`src/hdl/biquad_lowpass_filter_top_assert.svh`:
```
// assertion macros shared by the biquad low-pass filter rtl
`ifndef BIQUAD_LOWPASS_FILTER_TOP_ASSERT_SVH
`define BIQUAD_LOWPASS_FILTER_TOP_ASSERT_SVH

// clocked check, disabled while reset is asserted
`define BIQ_ASSERT(label, clk, rst_n, prop, msg) \
    label: assert property (@(posedge clk) disable iff (!rst_n) (prop)) else $error(msg);

// clocked check that also holds during reset
`define BIQ_ASSERT_ALWAYS(label, clk, prop, msg) \
    label: assert property (@(posedge clk) (prop)) else $error(msg);

`endif

```
`src/hdl/biq_pkg.sv`:
```
// shared types, constants and saturation helpers for the biquad low-pass filter
package biq_pkg;

    localparam int SAMPLE_WIDTH   = 16;
    localparam int COEF_FRAC_BITS = 16;
    localparam int STATE_FRAC     = 8;
    localparam int STATE_WIDTH    = 32;

    localparam int B0_WIDTH   = COEF_FRAC_BITS + 1;
    localparam int COEF_WIDTH = COEF_FRAC_BITS + 2;

    // shared multiplier operand and product widths
    localparam int MUL_A_WIDTH = COEF_WIDTH;
    localparam int MUL_B_WIDTH = STATE_WIDTH + 3;
    localparam int PROD_WIDTH  = MUL_A_WIDTH + MUL_B_WIDTH;

    // feedback after rounding, output after rounding
    localparam int FBR_WIDTH = PROD_WIDTH - COEF_FRAC_BITS;
    localparam int RND_WIDTH = PROD_WIDTH - COEF_FRAC_BITS - STATE_FRAC;

    localparam int DATA_WIDTH = 32;
    localparam int ADDR_WIDTH = 4;

    // register map, word index
    typedef enum logic [1:0] {
        REG_B0     = 2'd0,
        REG_A1     = 2'd1,
        REG_A2     = 2'd2,
        REG_BYPASS = 2'd3
    } reg_idx_t;

    // configuration bundle from the register block to the datapath
    typedef struct packed {
        logic        [B0_WIDTH-1:0]   b0;
        logic signed [COEF_WIDTH-1:0] a1;
        logic signed [COEF_WIDTH-1:0] a2;
        logic                         bypass;
    } cfg_t;

    localparam logic signed [FBR_WIDTH-1:0] FBR_STATE_MAX =
        {{(FBR_WIDTH-STATE_WIDTH+1){1'b0}}, {(STATE_WIDTH-1){1'b1}}};
    localparam logic signed [FBR_WIDTH-1:0] FBR_STATE_MIN =
        {{(FBR_WIDTH-STATE_WIDTH+1){1'b1}}, {(STATE_WIDTH-1){1'b0}}};
    localparam logic signed [RND_WIDTH-1:0] RND_SAMPLE_MAX =
        {{(RND_WIDTH-SAMPLE_WIDTH+1){1'b0}}, {(SAMPLE_WIDTH-1){1'b1}}};
    localparam logic signed [RND_WIDTH-1:0] RND_SAMPLE_MIN =
        {{(RND_WIDTH-SAMPLE_WIDTH+1){1'b1}}, {(SAMPLE_WIDTH-1){1'b0}}};

    // clamp a wide feedback value to a delay element
    function automatic logic signed [STATE_WIDTH-1:0] sat_state(
        input logic signed [FBR_WIDTH-1:0] v
    );
        logic signed [STATE_WIDTH-1:0] r;
        if (v > FBR_STATE_MAX)
            r = FBR_STATE_MAX[STATE_WIDTH-1:0];
        else if (v < FBR_STATE_MIN)
            r = FBR_STATE_MIN[STATE_WIDTH-1:0];
        else
            r = v[STATE_WIDTH-1:0];
        return r;
    endfunction

    // clamp a rounded output to the sample range
    function automatic logic signed [SAMPLE_WIDTH-1:0] sat_sample(
        input logic signed [RND_WIDTH-1:0] v
    );
        logic signed [SAMPLE_WIDTH-1:0] r;
        if (v > RND_SAMPLE_MAX)
            r = RND_SAMPLE_MAX[SAMPLE_WIDTH-1:0];
        else if (v < RND_SAMPLE_MIN)
            r = RND_SAMPLE_MIN[SAMPLE_WIDTH-1:0];
        else
            r = v[SAMPLE_WIDTH-1:0];
        return r;
    endfunction

endpackage

```
`src/hdl/biq_apb_regs.sv`:
```
// apb register block holding the filter coefficients and bypass flag
module biq_apb_regs (
    input  logic                            clk,
    input  logic                            rst_n,
    input  logic                            psel,
    input  logic                            penable,
    input  logic                            pwrite,
    input  logic [biq_pkg::ADDR_WIDTH-1:0]  paddr,
    input  logic [biq_pkg::DATA_WIDTH-1:0]  pwdata,
    output logic [biq_pkg::DATA_WIDTH-1:0]  prdata,
    output logic                            pready,
    output biq_pkg::cfg_t                   cfg
);
    import biq_pkg::*;

    cfg_t     cfg_reg;
    cfg_t     cfg_next;
    reg_idx_t idx;
    logic     wr_en;

    assign idx    = reg_idx_t'(paddr[ADDR_WIDTH-1:2]);
    assign wr_en  = psel & penable & pwrite;
    assign pready = 1'b1;
    assign cfg    = cfg_reg;

    // register write decode
    always_comb
    begin
        cfg_next = cfg_reg;
        if (wr_en)
        begin
            case (idx)
                REG_B0:     cfg_next.b0     = pwdata[B0_WIDTH-1:0];
                REG_A1:     cfg_next.a1     = pwdata[COEF_WIDTH-1:0];
                REG_A2:     cfg_next.a2     = pwdata[COEF_WIDTH-1:0];
                REG_BYPASS: cfg_next.bypass = pwdata[0];
                default:    cfg_next = cfg_reg;
            endcase
        end
    end

    always_ff @(posedge clk or negedge rst_n)
    begin
        if (!rst_n)
        begin
            cfg_reg.b0     <= '0;
            cfg_reg.a1     <= '0;
            cfg_reg.a2     <= '0;
            cfg_reg.bypass <= 1'b1;
        end
        else
        begin
            cfg_reg <= cfg_next;
        end
    end

    // read mux
    always_comb
    begin
        case (idx)
            REG_B0:     prdata = DATA_WIDTH'(cfg_reg.b0);
            REG_A1:     prdata = DATA_WIDTH'(cfg_reg.a1);
            REG_A2:     prdata = DATA_WIDTH'(cfg_reg.a2);
            REG_BYPASS: prdata = DATA_WIDTH'(cfg_reg.bypass);
            default:    prdata = '0;
        endcase
    end

endmodule

```
`src/hdl/biq_mul.sv`:
```
// shared signed multiplier with registered product
module biq_mul (
    input  logic                                  clk,
    input  logic                                  en,
    input  logic signed [biq_pkg::MUL_A_WIDTH-1:0] a,
    input  logic signed [biq_pkg::MUL_B_WIDTH-1:0] b,
    output logic signed [biq_pkg::PROD_WIDTH-1:0]  prod
);
    import biq_pkg::*;

    logic signed [PROD_WIDTH-1:0] prod_reg;
    logic signed [PROD_WIDTH-1:0] prod_next;

    // full-precision product
    always_comb
    begin
        prod_next = PROD_WIDTH'(a) * PROD_WIDTH'(b);
    end

    always_ff @(posedge clk)
    begin
        if (en)
        begin
            prod_reg <= prod_next;
        end
    end

    assign prod = prod_reg;

endmodule

```
`src/hdl/biquad_lowpass_filter_top.sv`:
```
// top level: apb registers, sequencer and datapath of the direct form ii biquad
// a filtered item passes seven sequencer steps after the accept cycle, and these share one
//   multiplier for the three products; a bypassed item goes from accept straight to output
// the sequencer takes no new item until the current one has been written out
// the output register lets the next item be taken while a result waits
// reset (async, active low) clears delay line and coefficients and sets bypass
module biquad_lowpass_filter_top (
    input  logic                                clk,
    input  logic                                rst_n,
    // tdata: sample_in [15:0]
    input  logic                                s_tvalid,
    output logic                                s_tready,
    input  logic [biq_pkg::SAMPLE_WIDTH-1:0]    s_tdata,
    // tdata: sample_out [15:0]
    output logic                                m_tvalid,
    input  logic                                m_tready,
    output logic [biq_pkg::SAMPLE_WIDTH-1:0]    m_tdata,
    input  logic                                psel,
    input  logic                                penable,
    input  logic                                pwrite,
    input  logic [biq_pkg::ADDR_WIDTH-1:0]      paddr,
    input  logic [biq_pkg::DATA_WIDTH-1:0]      pwdata,
    output logic [biq_pkg::DATA_WIDTH-1:0]      prdata,
    output logic                                pready
);
    import biq_pkg::*;
    `include "biquad_lowpass_filter_top_assert.svh"

    typedef enum logic [7:0] {
        ST_IDLE   = 8'b0000_0001,
        ST_MUL_A1 = 8'b0000_0010,
        ST_MUL_A2 = 8'b0000_0100,
        ST_ACC    = 8'b0000_1000,
        ST_W0     = 8'b0001_0000,
        ST_SUM    = 8'b0010_0000,
        ST_MUL_B0 = 8'b0100_0000,
        ST_OUT    = 8'b1000_0000
    } state_t;

    localparam logic signed [PROD_WIDTH-1:0] FB_HALF  =
        PROD_WIDTH'(1) << (COEF_FRAC_BITS - 1);
    localparam logic signed [PROD_WIDTH-1:0] OUT_HALF =
        PROD_WIDTH'(1) << (COEF_FRAC_BITS + STATE_FRAC - 1);

    cfg_t cfg;

    state_t                          state_reg, state_next;
    logic                            m_tvalid_reg, m_tvalid_next;
    logic signed [STATE_WIDTH-1:0]   delay_one_reg, delay_one_next;
    logic signed [STATE_WIDTH-1:0]   delay_two_reg, delay_two_next;
    logic signed [SAMPLE_WIDTH-1:0]  m_tdata_reg, m_tdata_next;
    logic signed [SAMPLE_WIDTH-1:0]  x_reg, x_next;
    logic                            byp_reg, byp_next;
    logic signed [PROD_WIDTH-1:0]    acc_reg, acc_next;
    logic signed [FBR_WIDTH-1:0]     fbr_reg, fbr_next;
    logic signed [STATE_WIDTH-1:0]   w0_reg, w0_next;
    logic signed [MUL_B_WIDTH-1:0]   sum_reg, sum_next;

    logic                            mul_en;
    logic signed [MUL_A_WIDTH-1:0]   mul_a;
    logic signed [MUL_B_WIDTH-1:0]   mul_b;
    logic signed [PROD_WIDTH-1:0]    prod;

    logic signed [PROD_WIDTH-1:0]    fb_sum;
    logic signed [PROD_WIDTH-1:0]    out_sum;
    logic signed [FBR_WIDTH-1:0]     x_scaled;
    logic signed [FBR_WIDTH-1:0]     w0_wide;
    logic signed [MUL_B_WIDTH-1:0]   w0_ext, d1_ext, d2_ext;
    logic signed [RND_WIDTH-1:0]     y_rnd;

    biq_apb_regs u_regs (
        .clk     (clk),
        .rst_n   (rst_n),
        .psel    (psel),
        .penable (penable),
        .pwrite  (pwrite),
        .paddr   (paddr),
        .pwdata  (pwdata),
        .prdata  (prdata),
        .pready  (pready),
        .cfg     (cfg)
    );

    biq_mul u_mul (
        .clk  (clk),
        .en   (mul_en),
        .a    (mul_a),
        .b    (mul_b),
        .prod (prod)
    );

    // widened operands
    assign w0_ext = {{(MUL_B_WIDTH-STATE_WIDTH){w0_reg[STATE_WIDTH-1]}}, w0_reg};
    assign d1_ext = {{(MUL_B_WIDTH-STATE_WIDTH){delay_one_reg[STATE_WIDTH-1]}},
                     delay_one_reg};
    assign d2_ext = {{(MUL_B_WIDTH-STATE_WIDTH){delay_two_reg[STATE_WIDTH-1]}},
                     delay_two_reg};
    assign x_scaled = {{(FBR_WIDTH-SAMPLE_WIDTH-STATE_FRAC){x_reg[SAMPLE_WIDTH-1]}},
                       x_reg, {STATE_FRAC{1'b0}}};

    // rounded feedback and rounded output
    assign fb_sum  = acc_reg + prod + FB_HALF;
    assign w0_wide = x_scaled - fbr_reg;
    assign out_sum = prod + OUT_HALF;
    assign y_rnd   = out_sum[PROD_WIDTH-1:COEF_FRAC_BITS+STATE_FRAC];

    // sequencer and datapath next state
    always_comb
    begin
        state_next     = state_reg;
        m_tvalid_next  = m_tvalid_reg;
        delay_one_next = delay_one_reg;
        delay_two_next = delay_two_reg;
        m_tdata_next   = m_tdata_reg;
        x_next         = x_reg;
        byp_next       = byp_reg;
        acc_next       = acc_reg;
        fbr_next       = fbr_reg;
        w0_next        = w0_reg;
        sum_next       = sum_reg;
        mul_en         = 1'b0;
        mul_a          = '0;
        mul_b          = '0;

        if (m_tvalid_reg && m_tready)
            m_tvalid_next = 1'b0;

        case (state_reg)
            ST_IDLE:
            begin
                if (s_tvalid)
                begin
                    x_next     = s_tdata;
                    byp_next   = cfg.bypass;
                    state_next = cfg.bypass ? ST_OUT : ST_MUL_A1;
                end
            end
            ST_MUL_A1:
            begin
                mul_en     = 1'b1;
                mul_a      = cfg.a1;
                mul_b      = d1_ext;
                state_next = ST_MUL_A2;
            end
            ST_MUL_A2:
            begin
                mul_en     = 1'b1;
                mul_a      = cfg.a2;
                mul_b      = d2_ext;
                acc_next   = prod;
                state_next = ST_ACC;
            end
            ST_ACC:
            begin
                fbr_next   = fb_sum[PROD_WIDTH-1:COEF_FRAC_BITS];
                state_next = ST_W0;
            end
            ST_W0:
            begin
                w0_next    = sat_state(w0_wide);
                state_next = ST_SUM;
            end
            ST_SUM:
            begin
                sum_next   = w0_ext + (d1_ext <<< 1) + d2_ext;
                state_next = ST_MUL_B0;
            end
            ST_MUL_B0:
            begin
                mul_en     = 1'b1;
                mul_a      = MUL_A_WIDTH'(cfg.b0);
                mul_b      = sum_reg;
                state_next = ST_OUT;
            end
            ST_OUT:
            begin
                // load the output register once it is free
                if (!m_tvalid_reg || m_tready)
                begin
                    m_tvalid_next = 1'b1;
                    m_tdata_next  = byp_reg ? x_reg : sat_sample(y_rnd);
                    if (!byp_reg)
                    begin
                        delay_two_next = delay_one_reg;
                        delay_one_next = w0_reg;
                    end
                    state_next = ST_IDLE;
                end
            end
            default:
            begin
                state_next = ST_IDLE;
            end
        endcase
    end

    // control state and delay line
    always_ff @(posedge clk or negedge rst_n)
    begin
        if (!rst_n)
        begin
            state_reg     <= ST_IDLE;
            m_tvalid_reg  <= 1'b0;
            delay_one_reg <= '0;
            delay_two_reg <= '0;
        end
        else
        begin
            state_reg     <= state_next;
            m_tvalid_reg  <= m_tvalid_next;
            delay_one_reg <= delay_one_next;
            delay_two_reg <= delay_two_next;
        end
    end

    // payload registers
    always_ff @(posedge clk)
    begin
        m_tdata_reg <= m_tdata_next;
        x_reg       <= x_next;
        byp_reg     <= byp_next;
        acc_reg     <= acc_next;
        fbr_reg     <= fbr_next;
        w0_reg      <= w0_next;
        sum_reg     <= sum_next;
    end

    assign s_tready = (state_reg == ST_IDLE);
    assign m_tvalid = m_tvalid_reg;
    assign m_tdata  = m_tdata_reg;

    // a filtered item reaches the output stage after the fixed sequence
    `BIQ_ASSERT(a_filt_seq_len, clk, rst_n, (s_tvalid && s_tready && !cfg.bypass) |-> ##7 (state_reg == ST_OUT), "filtered item did not reach output stage in 7 cycles")
    // a bypassed item goes straight to the output stage
    `BIQ_ASSERT(a_byp_seq_len, clk, rst_n, (s_tvalid && s_tready && cfg.bypass) |=> (state_reg == ST_OUT), "bypassed item did not go to output stage")
    // the delay line moves only when a result is written out
    `BIQ_ASSERT(a_delay_hold, clk, rst_n, (state_reg != ST_OUT) |=> ($stable(delay_one_reg) && $stable(delay_two_reg)), "delay line changed outside output stage")
    // a result appears only from the output stage
    `BIQ_ASSERT(a_out_src, clk, rst_n, $rose(m_tvalid_reg) |-> ($past(state_reg) == ST_OUT), "output valid rose outside output stage")
    // the input side is never ready while the sequencer is busy
    `BIQ_ASSERT_ALWAYS(a_ready_idle, clk, (s_tready |-> (state_reg == ST_IDLE)), "input ready while sequencer busy")

endmodule

```
`config.mk`:
```
export PLATFORM = sky130hd
export DESIGN_NAME = biquad_lowpass_filter_top
export DESIGN_NICKNAME = d
export VERILOG_FILES = /design/src/hdl/biq_pkg.sv /design/src/hdl/biq_apb_regs.sv /design/src/hdl/biq_mul.sv /design/src/hdl/biquad_lowpass_filter_top.sv
export VERILOG_INCLUDE_DIRS = /design/src /design/src/hdl
export SDC_FILE = /design/constraint.sdc
export NUM_CORES = 2
export LEC_CHECK = 0
export BUFFER_PORTS_ARGS = -buffer_cell sky130_fd_sc_hd__buf_4
export CAP_MARGIN = 20
export CELL_PAD_IN_SITES_DETAIL_PLACEMENT = 1
export CELL_PAD_IN_SITES_GLOBAL_PLACEMENT = 1
export CORE_ASPECT_RATIO = 0.6
export CORE_MARGIN = 5
export CORE_UTILIZATION = 52
export CTS_CLUSTER_SIZE = 20
export DETAILED_ROUTE_END_ITERATION = 12
export GPL_TIMING_DRIVEN = 0
export PLACE_DENSITY = 0.93
export SKIP_CTS_REPAIR_TIMING = 1
export SYNTH_ARGS = -nofsm -noshare
export SYNTH_HDL_FRONTEND = slang
export SYNTH_HIERARCHICAL = 1
export SYNTH_SLANG_ARGS = --single-unit
export TNS_END_PERCENT = 1
```
`constraint.sdc`:
```
create_clock -name clk -period 10.2 [get_ports clk]
set_clock_uncertainty 0.15 [all_clocks]
set_input_delay 2.04 -clock clk [delete_from_list [all_inputs] [get_ports clk]]
set_output_delay 2.04 -clock clk [all_outputs]
set_load 0.005 [all_outputs]
```
==> metrics.yaml <==
status:
  result_of_the_run: "finished, violations left"
  failed_checks: "negative setup slack"
floorplan:
  core_area_um2: 83210
  design.die.area_um2: 89630
  floorplan.initialDensity_pct: 52.22
  die_w_um: 383.2
  die_h_um: 233.9
  rows: 82
  ioPinCount: 110
setup_path:
  reg2reg_from: "state_reg[2]$_DFFE_PN0P_"
  max_stage_delay_ns: 0.61
  path_max_fanout: 10
  startpoint_type: "register"
  crit_path_end_kind: "register"
  critical-path-top-delay-family: "adder cells"
  critical_path_buffers_and_inverters: 8
  worst-endpoint-required_ns: 10.38
  worst_path_most_repeated_cell: "fa_1"
  critical-path-slowest-cell: "nand2_1"
  worst_setup_sp: "state_reg[2]$_DFFE_PN0P_"
  cp_data_arrival_time_ns: 10.55
  setup.worst_path.class: "register to register"
worst_hold_path:
  origin_of_the_worst_min_delay_path: "u_mul/prod[22]$_DFFE_PP_"
  hold_path.class: "register to register"
layout:
  largest_register_ffs: 54
  layout-drive-gt1-share_pct: 11.68
  stdcell_area_um2: 47310
  area_delta_synth_final_pct: 8.866
  num-nets-final: 5488
  final_cells: 5682
drt:
  routed_wirelength_mm: 185.9
  residual_drc_count: 0
  vias: 38280
  first_iter_violations: 5747
  ant_nets: 0
  via_per_inst: 6.736
  detail_route.wl_per_cell_um: 32.72
  drtPass1Iterations: 7
placed_design:
  port_buffers: 92
  placement.cell_area_um2: 45810
  detailed_place_hpwl_mm: 138.0
  placed_cells_incl_taps: 5605
  routabilityCongestion: 0.9932
timing:
  min_period_over_period_pct: 101.6
  setup_viol: 4
  tightest_slew_ns: 1.230
  fin_ws_ns: -0.1673
  timing_max_transition_violations_final: 0
  min_period_ns: 10.37
  timing_hold_violations_final: 0
  finalSetupTns_ns: -0.3134
  fmaxAchievable_mhz: 96.46
  slew_headroom_pct: 17.64
  rsz0062_at_grt: "true"
power:
  post-layout-total-power_mw: 6.128
  ir_worst_vdd_uv: 104.5
  total_leakage_power_nw: 21.94
  power_density_relative_to_cell_area_nw_per_um2: 129.5
global_routing:
  first_global_vias: 41090
  gr-usage-all-layers_pct: 40.69
  grt_antenna_before_repair: 26
  grt_first_pass_wirelength_mm: 270.4
  grt_max_degree: 70
  grt_remaining_overflow: 0
synth:
  synthAdderAreaFrac_pct: 37.62
  yosysUniqueCellTypes: 97
  synth_top_family_by_area: "adder cells"
  ys_seq_elements: 370
  fraction_of_the_mapped_netlist_area_in_compound_gates_pct: 9.073
  synthesis.area_um2: 43450
  area_share_of_and_or_nand_nor_cells_after_synthesis_pct: 13.79
  synth_edf_count: 243
  synth-async-reset-ratio_pct: 34.32
  yosysWarnings: 6
  top_ff_cell_synth: "edfxtp_1"
  synth_seq_area_share_pct: 24.11
  synth.mux.area_fraction_pct: 3.668
  post_synth_inst_count: 4359
  syn_avg_cell_area_um2: 9.969
  yosys.area_share.xor_xnor_pct: 3.185
  postSynthNetCount: 5344
clock_tree:
  clkTransAtPathRegs_ns: 0.09
  cts_max_path_buffers: 3
  tritoncts: "yes"
  ctsHtreeMaxLevel: 2
  clk-insertion-delay-late_ns: 0.61
  cts_made_buffers: 35
  clock-root-buffer: "clkbuf_16"
  cts.sinks: 370
job:
  max_cap_viol_count: 0
power breakdown:
part	internal (mW)	switching (mW)
sequential	1.87	0.205
combinational	0.854	1.71
clock	0.766	0.719
total	3.49	2.64
layer usage:
layer | part of all wire, % | vias up | global-route usage (%)
met5 | 0.093 | - | 0.7937
li1 | - | 14340 | -
met3 | 16 | 1112 | 18.39
met1 | 35 | 19130 | 50.33
met2 | 42 | 3674 | 60.09
met4 | 7.3 | 16 | 21.55
area by class of cell:
type / count / area [um^2]
Fill cell: 9188 / 35900
Multi-Input combinational cell: 3037 / 29410
Sequential cell: 370 / 10480
Inverter: 748 / 2811
Tap cell: 1134 / 1419
Timing Repair Buffer: 124 / 1040
Buffer: 187 / 953.4
Clock buffer: 48 / 944.7
Clock inverter: 15 / 206.4
Antenna cell: 19 / 47.55
logic make-up after synthesis:
family,Yosys count
and+or+nand+nor,1225
DFF,370
adders and majority gates,926
AOI/OAI and AO/OA,584
muxes,143
xor gates and xnor gates,158
buffers and inverters,952
other,1
layout by cell type, fill, tap and decap left out, drive strengths merged, types with 38 or more instances in the layout:
| master | n |
|---|---|
| a21oi | 164 |
| mux2 | 120 |
| xor2 | 55 |
| ha | 292 |
| clkbuf | 192 |
| edfxtp | 243 |
| fa | 634 |
| nand3 | 53 |
| o21ai | 126 |
| xnor2 | 103 |
| nor2 | 121 |
| a21o | 61 |
| inv | 751 |
| nand2 | 571 |
| nor2b | 38 |
| buf | 166 |
| nor3 | 42 |
| dfrtp | 125 |
| a22oi | 40 |
| and2 | 249 |
worst paths after layout:
kind	slack [ns]	cells after the start	endpoint
max	-0.17	30	u_mul/prod[38]$_DFFE_PP_
min	0.32	0	acc_reg[22]$_DFFE_PN_
max reg2reg	-0.17	30	u_mul/prod[38]$_DFFE_PP_
min reg2reg	0.32	0	acc_reg[22]$_DFFE_PN_
max in group asynchronous	7.79	2	u_regs/cfg[0]$_DFFE_PN1P_
min in group asynchronous	1.31	1	state_reg[5]$_DFFE_PN0P_
cells in the mapped netlist, types with 20 or more instances:
master / count / area, um^2
inv_1: 747 / 2804
fa_1: 634 / 12690
nand2_1: 571 / 2143
ha_1: 292 / 3654
and2_1: 248 / 1551
edfxtp_1: 243 / 7297
clkbuf_1: 159 / 596.8
a21oi_1: 158 / 790.8
dfrtp_1: 125 / 3128
mux2_2: 120 / 1351
nor2_1: 120 / 450.4
xnor2_1: 103 / 902.1
o21ai_0: 96 / 480.5
a21o_1: 59 / 442.9
xor2_1: 55 / 481.7
nand3_1: 53 / 265.3
a22oi_1: 40 / 300.3
nor3_1: 39 / 195.2
nor2b_1: 38 / 237.7
nand2b_1: 30 / 187.7
o21ai_2: 26 / 227.7
o21a_1: 24 / 180.2
and3_1: 23 / 143.9
nand4_1: 23 / 143.9
mux2i_1: 22 / 220.2
o21bai_1: 20 / 150.1
stage by stage:
| step | hold WS, ns | util [%] | setup slack, ns |
|---|---|---|---|
| 2_1_floorplan | 0.2688 | - | 1.928 |
| 3_3_place_gp | 0.2820 | 54.76 | -1.053 |
| 3_5_place_dp | 0.2977 | 55.06 | -1.481 |
| 4_1_cts | 0.3269 | 56.44 | -1.789 |
| 5_1_grt | 0.3377 | 56.81 | -0.1193 |
| 6_report | 0.3160 | 56.85 | -0.1673 |
Note: power is estimated with default switching activity, not from simulation.
